File: src/rtl/core/zsd_pkg.sv
package zsd_pkg;

  // Fixed field widths of the stream items.
  localparam int unsigned RowCodeW = 7;
  localparam int unsigned PadCodeW = 8;
  localparam int unsigned BinW     = 10;
  localparam int unsigned LenW     = 5;
  localparam int unsigned ByteW    = 8;
  localparam int unsigned FrowW    = 5;
  localparam int unsigned FpadW    = 11;
  localparam int unsigned HitRowW  = 4;
  localparam int unsigned HitPadW  = 10;
  localparam int unsigned TotalW   = 24;

  localparam logic [TotalW-1:0] TotalMax = '1;

  // Pads per readout row code and the row codes per physical row.
  localparam int unsigned PadsPerCode = 160;
  localparam int unsigned CodesPerRow = 6;

  typedef enum logic [1:0] {
    CMD_CLEAR = 2'd0,
    CMD_SEQ   = 2'd1,
    CMD_ADC   = 2'd2,
    CMD_NONE  = 2'd3
  } cmd_e;

  typedef enum logic [2:0] {
    STATUS_HIT     = 3'd0,
    STATUS_LATE    = 3'd1,
    STATUS_INVALID = 3'd2,
    STATUS_STRAY   = 3'd3,
    STATUS_CLEARED = 3'd4
  } status_e;

  // Physical location of one hit.
  typedef struct packed {
    logic             ok;
    logic [FrowW-1:0] frow;
    logic [FpadW-1:0] fpad;
  } map_t;

endpackage

File: src/rtl/core/zsd_hit_map.sv
module zsd_hit_map import zsd_pkg::*; #(
  parameter int unsigned SECTORS      = 2,
  parameter int unsigned ROWS         = 10,
  parameter int unsigned PADS_PER_ROW = 960
) (
  input  logic                sector_i,
  input  logic [RowCodeW-1:0] row_code_i,
  input  logic [PadCodeW-1:0] pad_code_i,
  output map_t                map_o
);

  logic [RowCodeW-1:0] x;
  logic [12:0]         q_full;
  logic [FrowW-1:0]    q;
  logic [RowCodeW-1:0] rem_full;
  logic [FpadW-1:0]    fpad;

  // Row code minus one divided by six: multiply by 43/256, exact for x < 128.
  always_comb begin
    x        = row_code_i - RowCodeW'(1);
    q_full   = 13'(x) * 13'd43;
    q        = q_full[12:8];
    rem_full = x - RowCodeW'(q) * RowCodeW'(CodesPerRow);
    fpad     = FpadW'(rem_full[2:0]) * FpadW'(PadsPerCode)
             + FpadW'(pad_code_i - PadCodeW'(1));
  end

  always_comb begin
    map_o.frow = q;
    map_o.fpad = fpad;
    map_o.ok   = (row_code_i != '0) && (pad_code_i != '0)
              && (32'(sector_i) < SECTORS)
              && (32'(q) < ROWS) && (32'(fpad) < PADS_PER_ROW);
  end

endmodule

File: config.mk
export PLATFORM = sky130hd
export DESIGN_NAME = zsd_hit_map
export DESIGN_NICKNAME = d
export VERILOG_FILES = /design/src/rtl/core/zsd_pkg.sv /design/src/rtl/core/zsd_hit_map.sv
export SDC_FILE = /design/constraint.sdc
export NUM_CORES = 1
export LEC_CHECK = 0
export BUFFER_PORTS_ARGS = -buffer_cell sky130_fd_sc_hd__buf_4
export CAP_MARGIN = 20
export CORE_MARGIN = 5
export CORE_UTILIZATION = 50
export DETAILED_ROUTE_END_ITERATION = 10
export GPL_TIMING_DRIVEN = 0
export PLACE_DENSITY_LB_ADDON = 0.25
export SLEW_MARGIN = 20
export SYNTH_ARGS = -nofsm -noshare
export SYNTH_HDL_FRONTEND = slang
export SYNTH_SLANG_ARGS = --single-unit
File: constraint.sdc
create_clock -name vclk -period 7.8
set_input_delay 0.78 -clock vclk [all_inputs]
set_output_delay 0.78 -clock vclk [all_outputs]
set_load 0.01 [all_outputs]
==> summary.md, run 1 <==
| Metric | Value |
|---|---|
| Outcome | finished, final reports clean |
| Area contributors post-synth | ha_1 (37%), fa_1 (11%), xor2_1 (9.4%) |
| DRT Pass-1 Iters | 4 |
| Filler cell count | ~180 |
| # diodes | 0 |
| Final setup viols | 0 |
| Global-route wire length before repair | about 4800 um |
| Core area | 2480 um^2 |
| Max-cap violations | 0 |
| Critical path type | in -> out |
| Slew Viols, Final | 0 |
| Fin util | 0.711 |
| Gr usage total | 0.159 |
| Final wirelength | 2830 um |
| Synth top cells by count | ha_1 (39), inv_1 (31), xor2_1 (14) |
| Setup crit end kind | primary output |
| Cell area after synthesis | ~1300 um^2 |
| Synth-to-layout area growth | 35.1% |
| Crit-path max FO | 4 |
| Cts hold-fix bufs | 0 |
| Fmax | 0.134 GHz |
| Post-detail-place hpwl | ~2400 um |
| Placed Cells | roughly 220 |
| Ports | 33 |
| Hold path cells | 3 |
| Final ANT Viol Nets | 0 |
| WL per Instance | 12.4 um |
| Most common cell on crit path | ha_1 |
| Sum Neg Setup Slack | 0 ns |
| Die ar. | between 3000 and 4000 um^2 |
| Worst-Margin Slew | around 0.41 ns |
| Total number of vias | roughly 1200 |
| Seq cells | 0 |
| FP Rows | 18 |
| Initial Utilization | 0.526 |
| GR Overflow Total | 0 |
| CLK BUF | 0 |
| Hold Fails Final Rpt | 0 |
| Startpoint types | input port |
| Mapped Nets | ~220 |
| Minimum clock period | approximately 7.5 ns |
| WP data arrival | around 6.7 ns |
| Crit. Startpoint | row_code_i[0] |
| Yosys top cell area share | 0.374 |
| Slew HR | 0.729 |
| Vias/cell | slightly above 5 |
| Most frequent cell after synthesis | ha_1 |
| CP max stage cell | fa_1 |
| Cell variety after synth | 26 |
| Seq. cell area | 0 um^2 |
| Largest net degree at the start of global routing | 6 |
| Initial antenna violation count | 0 |
| Die Span X | just over 60 um |
| RD Place Congestion | about 0.8 |
| Final layout net count | 261 |
| Layout cells sized above 1 | 0.305 |
| DR iter-0 viols | 22 |
| Sequential area share after synthesis | 0 |
| DR DRC count | 0 |
| Syn Area/Cell | between 8 and 9 um^2 |
| Hold crit path type | in -> out |
| WP data required | 7.02 ns |
| Cell taking the most area after synthesis | ha_1 |
| Period utilisation layout | 0.955 |
| Synth warn | 0 |
| Worst hold start | pad_code_i[0] |
| Vias in the first global route | 1174 |
| Hold_ws | around 1.8 ns |
| IO Port Bufs | 32 |
| Biggest cell delay along the critical path | ~0.54 ns |
| Gate Count Post-Synth | 157 |
| Final std cells w/o fill | ~230 |
| Die height | 61.1 um |
cell type report:
type,count,area [um^2],share of cell area
inverter,31,120,0.0682
timing repair buffer,40,300,0.170
multi-input combinational,126,1300,0.740
tap,30,37.5,0.0213
per-stage QoR:
step,worst slack (ns),cell area (um^2)
after global placement,-0.585,1580
final,0.349,1760
after CTS,0.0219,1650
after floorplan,0.299,1300
after global routing,-0.0130,1760
after detailed placement,-0.617,1580
critical path: cells and delay by family:
kind | cells | cell delay (ns)
fa+ha+maj | 10 | 2.85
compound gates | 3 | 0.90
simple gates | 5 | 0.83
xor+xnor | 6 | 0.83
buf+inv | 5 | 0.49
placed cells by master (no fill, tap or decap), types with 2 or more instances in the layout:
cell,synthesis,final
a211oi_1,2,2
a21o_1,5,5
a21oi_1,8,6
a21oi_2,0,2
buf_4,0,40
fa_1,7,7
ha_1,39,36
ha_4,0,3
inv_1,31,30
nand2_1,6,6
nor2_1,9,8
nor3_1,5,4
o21ai_0,3,2
o21bai_1,2,2
xnor2_1,12,9
xnor2_2,0,3
xor2_1,14,12
xor2_2,0,2
metal layers:
layer  global-route usage  routed length [um]
met5                    0                   0
met4               0.0124                  23
met3               0.0105                  99
met2                0.313                1490
met1                0.195                1210
logic make-up (layout without fill, tap and decap cells):
kind of cell | count (synthesis) | after routing | share of synthesized area
buffers and inverters | 31 | 71 | 0.0893
AOI/OAI and AO/OA | 23 | 23 | 0.129
xor gates and xnor gates | 26 | 26 | 0.175
adders and majority gates | 46 | 46 | 0.482
and+or+nand+nor | 31 | 31 | 0.126
worst paths after layout:
path	end
max	map_o[16]
min	map_o[0]
repair_timing:
item | in CTS | in global routing
pin swaps | 3 | 5
buffers inserted | 2 | 6
endpoints found under the setup margin | 2 | 1
gates resized for setup | 11 | 8
Power of run 1 is left out: the tool's default activity adds up to more than one toggle a clock period on the data nets, which glitch-free logic cannot reach.
==> run 2: changes to the inputs <==
==> constraint.sdc (replaced) <==
create_clock -name vclk -period 7.4
set_input_delay 0.74 -clock vclk [all_inputs]
set_output_delay 0.74 -clock vclk [all_outputs]
set_load 0.01 [all_outputs]
==> summary.md, run 2 (synthesized netlist as in run 1, its figures left out) <==
| Metric | Value |
|---|---|
| Filler cell count | 184 (+4.5%) |
| Minimum clock period | slightly above 7 ns |
| DR iter-0 viols | 14 (-36%) |
| Setup crit end kind | primary output |
| Worst hold start | pad_code_i[0] |
| Seq cells | 0 (unchanged) |
| GR Overflow Total | 0 (unchanged) |
| Commonest cells after routing, fill and taps aside | buf_4 (43), ha_1 (33), inv_1 (29) |
| CLK BUF | 0 (unchanged) |
| Seq. cell area | 0 um^2 (unchanged) |
| Crit-path max FO | 4 (unchanged) |
| Die height | 61.1 um (unchanged) |
| Startpoint types | input port |
| Final wirelength | 3110 um (+9.9%) |
| IO Port Bufs | 32 (unchanged) |
| Initial Utilization | 0.526 (unchanged) |
| Placed Cells | 219 (unchanged) |
| Hold_ws | 1.75 ns (-0.0833 ns) |
| Ports | 33 (unchanged) |
| Slew HR | 0.759 (+0.0299) |
| Core area | 2480 um^2 (unchanged) |
| Cts hold-fix bufs | 0 (unchanged) |
| FP Rows | 18 (unchanged) |
| Die ar. | 3730 um^2 (unchanged) |
| Hold Fails Final Rpt | 0 (unchanged) |
| Period utilisation layout | 0.967 |
| DRT Pass-1 Iters | 4 (unchanged) |
| Vias/cell | 5.29 (+2.8%) |
| Max-cap violations | 0 (unchanged) |
| Final setup viols | 0 (unchanged) |
| Outcome | finished, final reports clean |
| Fmax | 0.140 GHz |
| Slew Viols, Final | 0 (unchanged) |
| Hold path cells | 3 (unchanged) |
| Final ANT Viol Nets | 0 (unchanged) |
| Hold crit path type | in -> out |
| Total number of vias | 1217 (+4.2%) |
| WP data arrival | 6.42 ns (-0.25 ns) |
| Critical path type | in -> out |
| Largest net degree at the start of global routing | 6 (unchanged) |
| Cell Area, Placed | 1590 um^2 (+0.40%) |
| # diodes | 0 (unchanged) |
| Final instance area | 1850 um^2 (+5.3%) |
| WP data required | 6.66 ns (-0.36 ns) |
| Initial antenna violation count | 0 (unchanged) |
| Final layout net count | 264 (+1.1%) |
| DR DRC count | 0 (unchanged) |
| Synth-to-layout area growth | 42.2% |
| Most common cell after layout, fill and taps aside | buf_4 |
| WL per Instance | 13.5 um (+8.4%) |
| Post-detail-place hpwl | 2390 um (+1.1%) |
| Layout cells sized above 1 | 0.360 (+0.0554) |
| Die Span X | 61.1 um (unchanged) |
| Vias in the first global route | 1236 (+5.3%) |
| Gr usage total | 0.175 (+0.0152) |
| Worst-Margin Slew | 0.361 ns (-0.0447 ns) |
| RD Place Congestion | 0.852 (+8.9%) |
| Final std cells w/o fill | 230 (+1.3%) |
| Global-route wire length before repair | 5140 um (+8.1%) |
| CP max stage cell | fa_1 |
| Hold Path End | map_o[0] |
| Biggest cell delay along the critical path | 0.55 ns (about the same) |
## run 2: per-layer routing
layer  global-route usage  part of all wire  vias to the layer above
li1                     -                 -                      615
met1                0.217              0.39                      570
met2                0.337              0.56                       30
met3              0.00839             0.045                        2
met4               0.0217            0.0074                        0
met5                    0                 0                        -
## run 2: critical path: cells and delay by family
family / cells / cell delay, ns
adders and majority gates: 10 / 2.70
buffers and inverters: 5 / 0.52
xor gates and xnor gates: 6 / 0.90
and+or+nand+nor: 5 / 0.75
AOI/OAI and AO/OA: 3 / 0.79
## run 2: metrics by stage
stage	worst slack, ns	setup TNS (ns)	utilization
floorplan	0.0650	0	-
global placement	-0.714	-0.998	0.641
detailed placement	-0.771	-1.08	0.641
CTS	0.00216	0	0.715
global route	-0.0721	-0.0721	0.748
finish	0.244	0	0.748
## run 2: repair_timing
item | CTS | global route
pin swaps | 10 | 13
resized for setup | 21 | 9
setup endpoints to repair | 2 | 2
buffers inserted | 6 | 5
## run 2: worst max path at each step
stage             startpoint   endpoint  slack (ns)  cells after the start
6_report       row_code_i[0]  map_o[16]        0.24                     29
5_1_grt        row_code_i[0]  map_o[16]       -0.07                     27
4_1_cts        row_code_i[0]  map_o[16]       0.002                     29
3_5_place_dp   row_code_i[0]  map_o[16]       -0.77                     29
3_3_place_gp   row_code_i[0]  map_o[16]       -0.71                     29
2_1_floorplan  row_code_i[0]  map_o[16]        0.06                     27
## run 2: cell type report
cell class	count	area, um^2	area share
Inverter	31	120	0.0648
Multi-Input combinational cell	126	1370	0.741
Tap cell	30	37.5	0.0202
Timing Repair Buffer	43	323	0.174
Power of run 2 is left out for the same reason.
==> run 3: changes to the inputs <==
--- a/config.mk
+++ b/config.mk
@@ -5,6 +5,7 @@
 export SDC_FILE = /design/constraint.sdc
 export NUM_CORES = 1
 export LEC_CHECK = 0
+export ABC_AREA = 1
 export BUFFER_PORTS_ARGS = -buffer_cell sky130_fd_sc_hd__buf_4
 export CAP_MARGIN = 20
 export CORE_MARGIN = 5
==> summary.md, run 3 <==
| Metric | Value |
|---|---|
| Mapped Nets | 314 (+43%) |
| DR iter-0 viols | 21 (+7) |
| Seq pwr share | 0 |
| Yosys top cell area share | 0.311 (-0.0633) |
| Most common cell after layout, fill and taps aside | inv_1 |
| PwrDens | 398 nW/um^2 |
| Core area | 3030 um^2 (+22%) |
| Outcome | finished, final reports clean |
| Most common cell on crit path | nand2_1 |
| Total number of vias | 1507 (+24%) |
| Crit-path max FO | 4 (unchanged) |
| Fin util | 0.657 (-0.0910) |
| Global-route wire length before repair | 5400 um (+5.1%) |
| Period utilisation layout | 0.939 (-0.0283) |
| Area contributors post-synth | ha_1 (31%), inv_1 (16%), nand2_1 (16%) |
| Synth-to-layout area growth | 26.9% |
| Worst-Margin Slew | 0.497 ns (+0.136 ns) |
| WP data required | 6.66 ns (about the same) |
| Sum Neg Setup Slack | 0 ns (unchanged) |
| Ports | 33 (unchanged) |
| Fmax | 0.144 GHz (+3.0%) |
| Seq. cell area | 0 um^2 (unchanged) |
| GR Overflow Total | 0 (unchanged) |
| Slew Viols, Final | 0 (unchanged) |
| Syn Area/Cell | 6.23 um^2 (-25%) |
| Cell area after synthesis | 1570 um^2 (+20%) |
| Hold Fails Final Rpt | 0 (unchanged) |
| Vias/cell | 4.55 (-14%) |
| Filler cell count | 279 (+52%) |
| Commonest cells after routing, fill and taps aside | inv_1 (66), nand2_1 (64), ha_1 (36) |
| FP Rows | 20 (+2) |
| Sw Pwr | 0.000439 W |
| Crit. Startpoint | row_code_i[0] |
| Multi-input gate area | 1410 um^2 (+2.9%) |
| Largest net degree at the start of global routing | 6 (unchanged) |
| Synth top cells by count | inv_1 (68), nand2_1 (68), ha_1 (39) |
| Final ANT Viol Nets | 0 (unchanged) |
| Die Span X | 66.0 um (+8.1%) |
| Post-detail-place hpwl | 2760 um (+16%) |
| Minimum clock period | 6.95 ns (-0.209 ns) |
| Initial Utilization | 0.518 (-0.00808) |
| Die ar. | 4360 um^2 (+17%) |
| Layout cells sized above 1 | 0.202 (-0.158) |
| Final wirelength | 3110 um (+0.16%) |
| WP data arrival | 6.21 ns (-0.21 ns) |
| Pleak | around 1.2 nW |
| Sequential area share after synthesis | 0 (unchanged) |
| Synth warn | 0 (unchanged) |
| IO Port Bufs | 32 (unchanged) |
| Vias in the first global route | 1378 (+11%) |
| Die height | 66.0 um (+8.1%) |
| Gr usage total | 0.146 (-0.0280) |
| DR DRC count | 0 (unchanged) |
| CP max stage cell | fa_1 |
| Cell taking the most area after synthesis | ha_1 |
| CLK BUF | 0 (unchanged) |
| Max-cap violations | 0 (unchanged) |
| RD Place Congestion | 0.859 (+0.81%) |
| Maximum vdd drop | approximately 0.00024 V |
| Initial antenna violation count | 0 (unchanged) |
| Gate Count Post-Synth | 252 (+61%) |
| # diodes | 0 (unchanged) |
| Comb pwr share | 1.000 |
| Critical path type | in -> out |
| Seq cells | 0 (unchanged) |
| Biggest cell delay along the critical path | 0.54 ns (about the same) |
| Cell variety after synth | 21 (-19%) |
| DRT Pass-1 Iters | 5 (+1) |
| Final setup viols | 0 (unchanged) |
| Final layout net count | 351 (+33%) |
| Internal | between 0.0003 and 0.0004 W |
| Slew HR | 0.667 (-0.0923) |
| Startpoint types | input port |
| Worst hold start | pad_code_i[0] |
| Clock network fraction of total power | 0 |
| Setup crit end kind | primary output |
| WL per Instance | 9.40 um (-30%) |
| Switching share of total power | 0.554 |
| Hold crit path type | in -> out |
## run 3: path summary, 6_finish.rpt
kind,endpoint,cells past startpoint
max,map_o[16],40
min,map_o[0],3
## run 3: cells by family (layout without fill, tap and decap cells)
logic type,Yosys count,count (layout),synth area share
compound gates,9,9,0.0327
simple gates,115,115,0.317
xor+xnor,14,14,0.0877
fa+ha+maj,46,46,0.400
buf+inv,68,103,0.163
## run 3: layout make-up
cell class	count	area share
multi-input cells	184	0.710
repair buffers	35	0.132
inverters	68	0.130
well taps	44	0.0277
## run 3: worst max-delay path: cells and delay by family
kind | cells | cell delay [ns]
XOR/XNOR | 1 | 0.14
AND/OR/NAND/NOR | 20 | 1.75
buffers and inverters | 9 | 0.71
adder cells (fa/ha/maj) | 10 | 2.82
## run 3: stage by stage
step	hold WS [ns]	cell area, um^2	setup WS, ns	cells	power (W)
2_1_floorplan	1.55	1570	0.710	252	0.000527
4_1_cts	1.76	1870	0.0392	328	0.000760
6_report	1.76	1990	0.453	331	0.000793
3_3_place_gp	1.76	1860	-0.0156	328	0.000748
5_1_grt	1.77	1990	-0.0240	331	0.000924
3_5_place_dp	1.76	1860	-0.0831	328	0.000757
## run 3: layer usage
layer | GRT usage | wire [um] | up-vias | part of all wire
met3 | 0.00850 | 151 | 0 | 0.049
met4 | 0 | 0 | 0 | 0
met2 | 0.264 | 1400 | 32 | 0.45
met5 | 0 | 0 | - | 0
li1 | - | - | 837 | -
met1 | 0.203 | 1560 | 638 | 0.50
## run 3: what timing repair did
item | CTS | global route
setup buffers | 0 | 3
setup endpoints to repair | 1 | 4
pin swaps | 0 | 3
resized for setup | 1 | 18
hold endpoints to repair | 0 | 0
hold buffers | 0 | 0
## run 3: power by group through the flow
stage                     registers [W]  clock network, W  logic [W]
after global placement                0                 0   0.000748
final                                 0                 0   0.000793
after floorplan                       0                 0   0.000527
after CTS                             0                 0   0.000760
after global routing                  0                 0   0.000924
after detailed placement              0                 0   0.000757
Note: power is estimated with default switching activity, not from simulation.
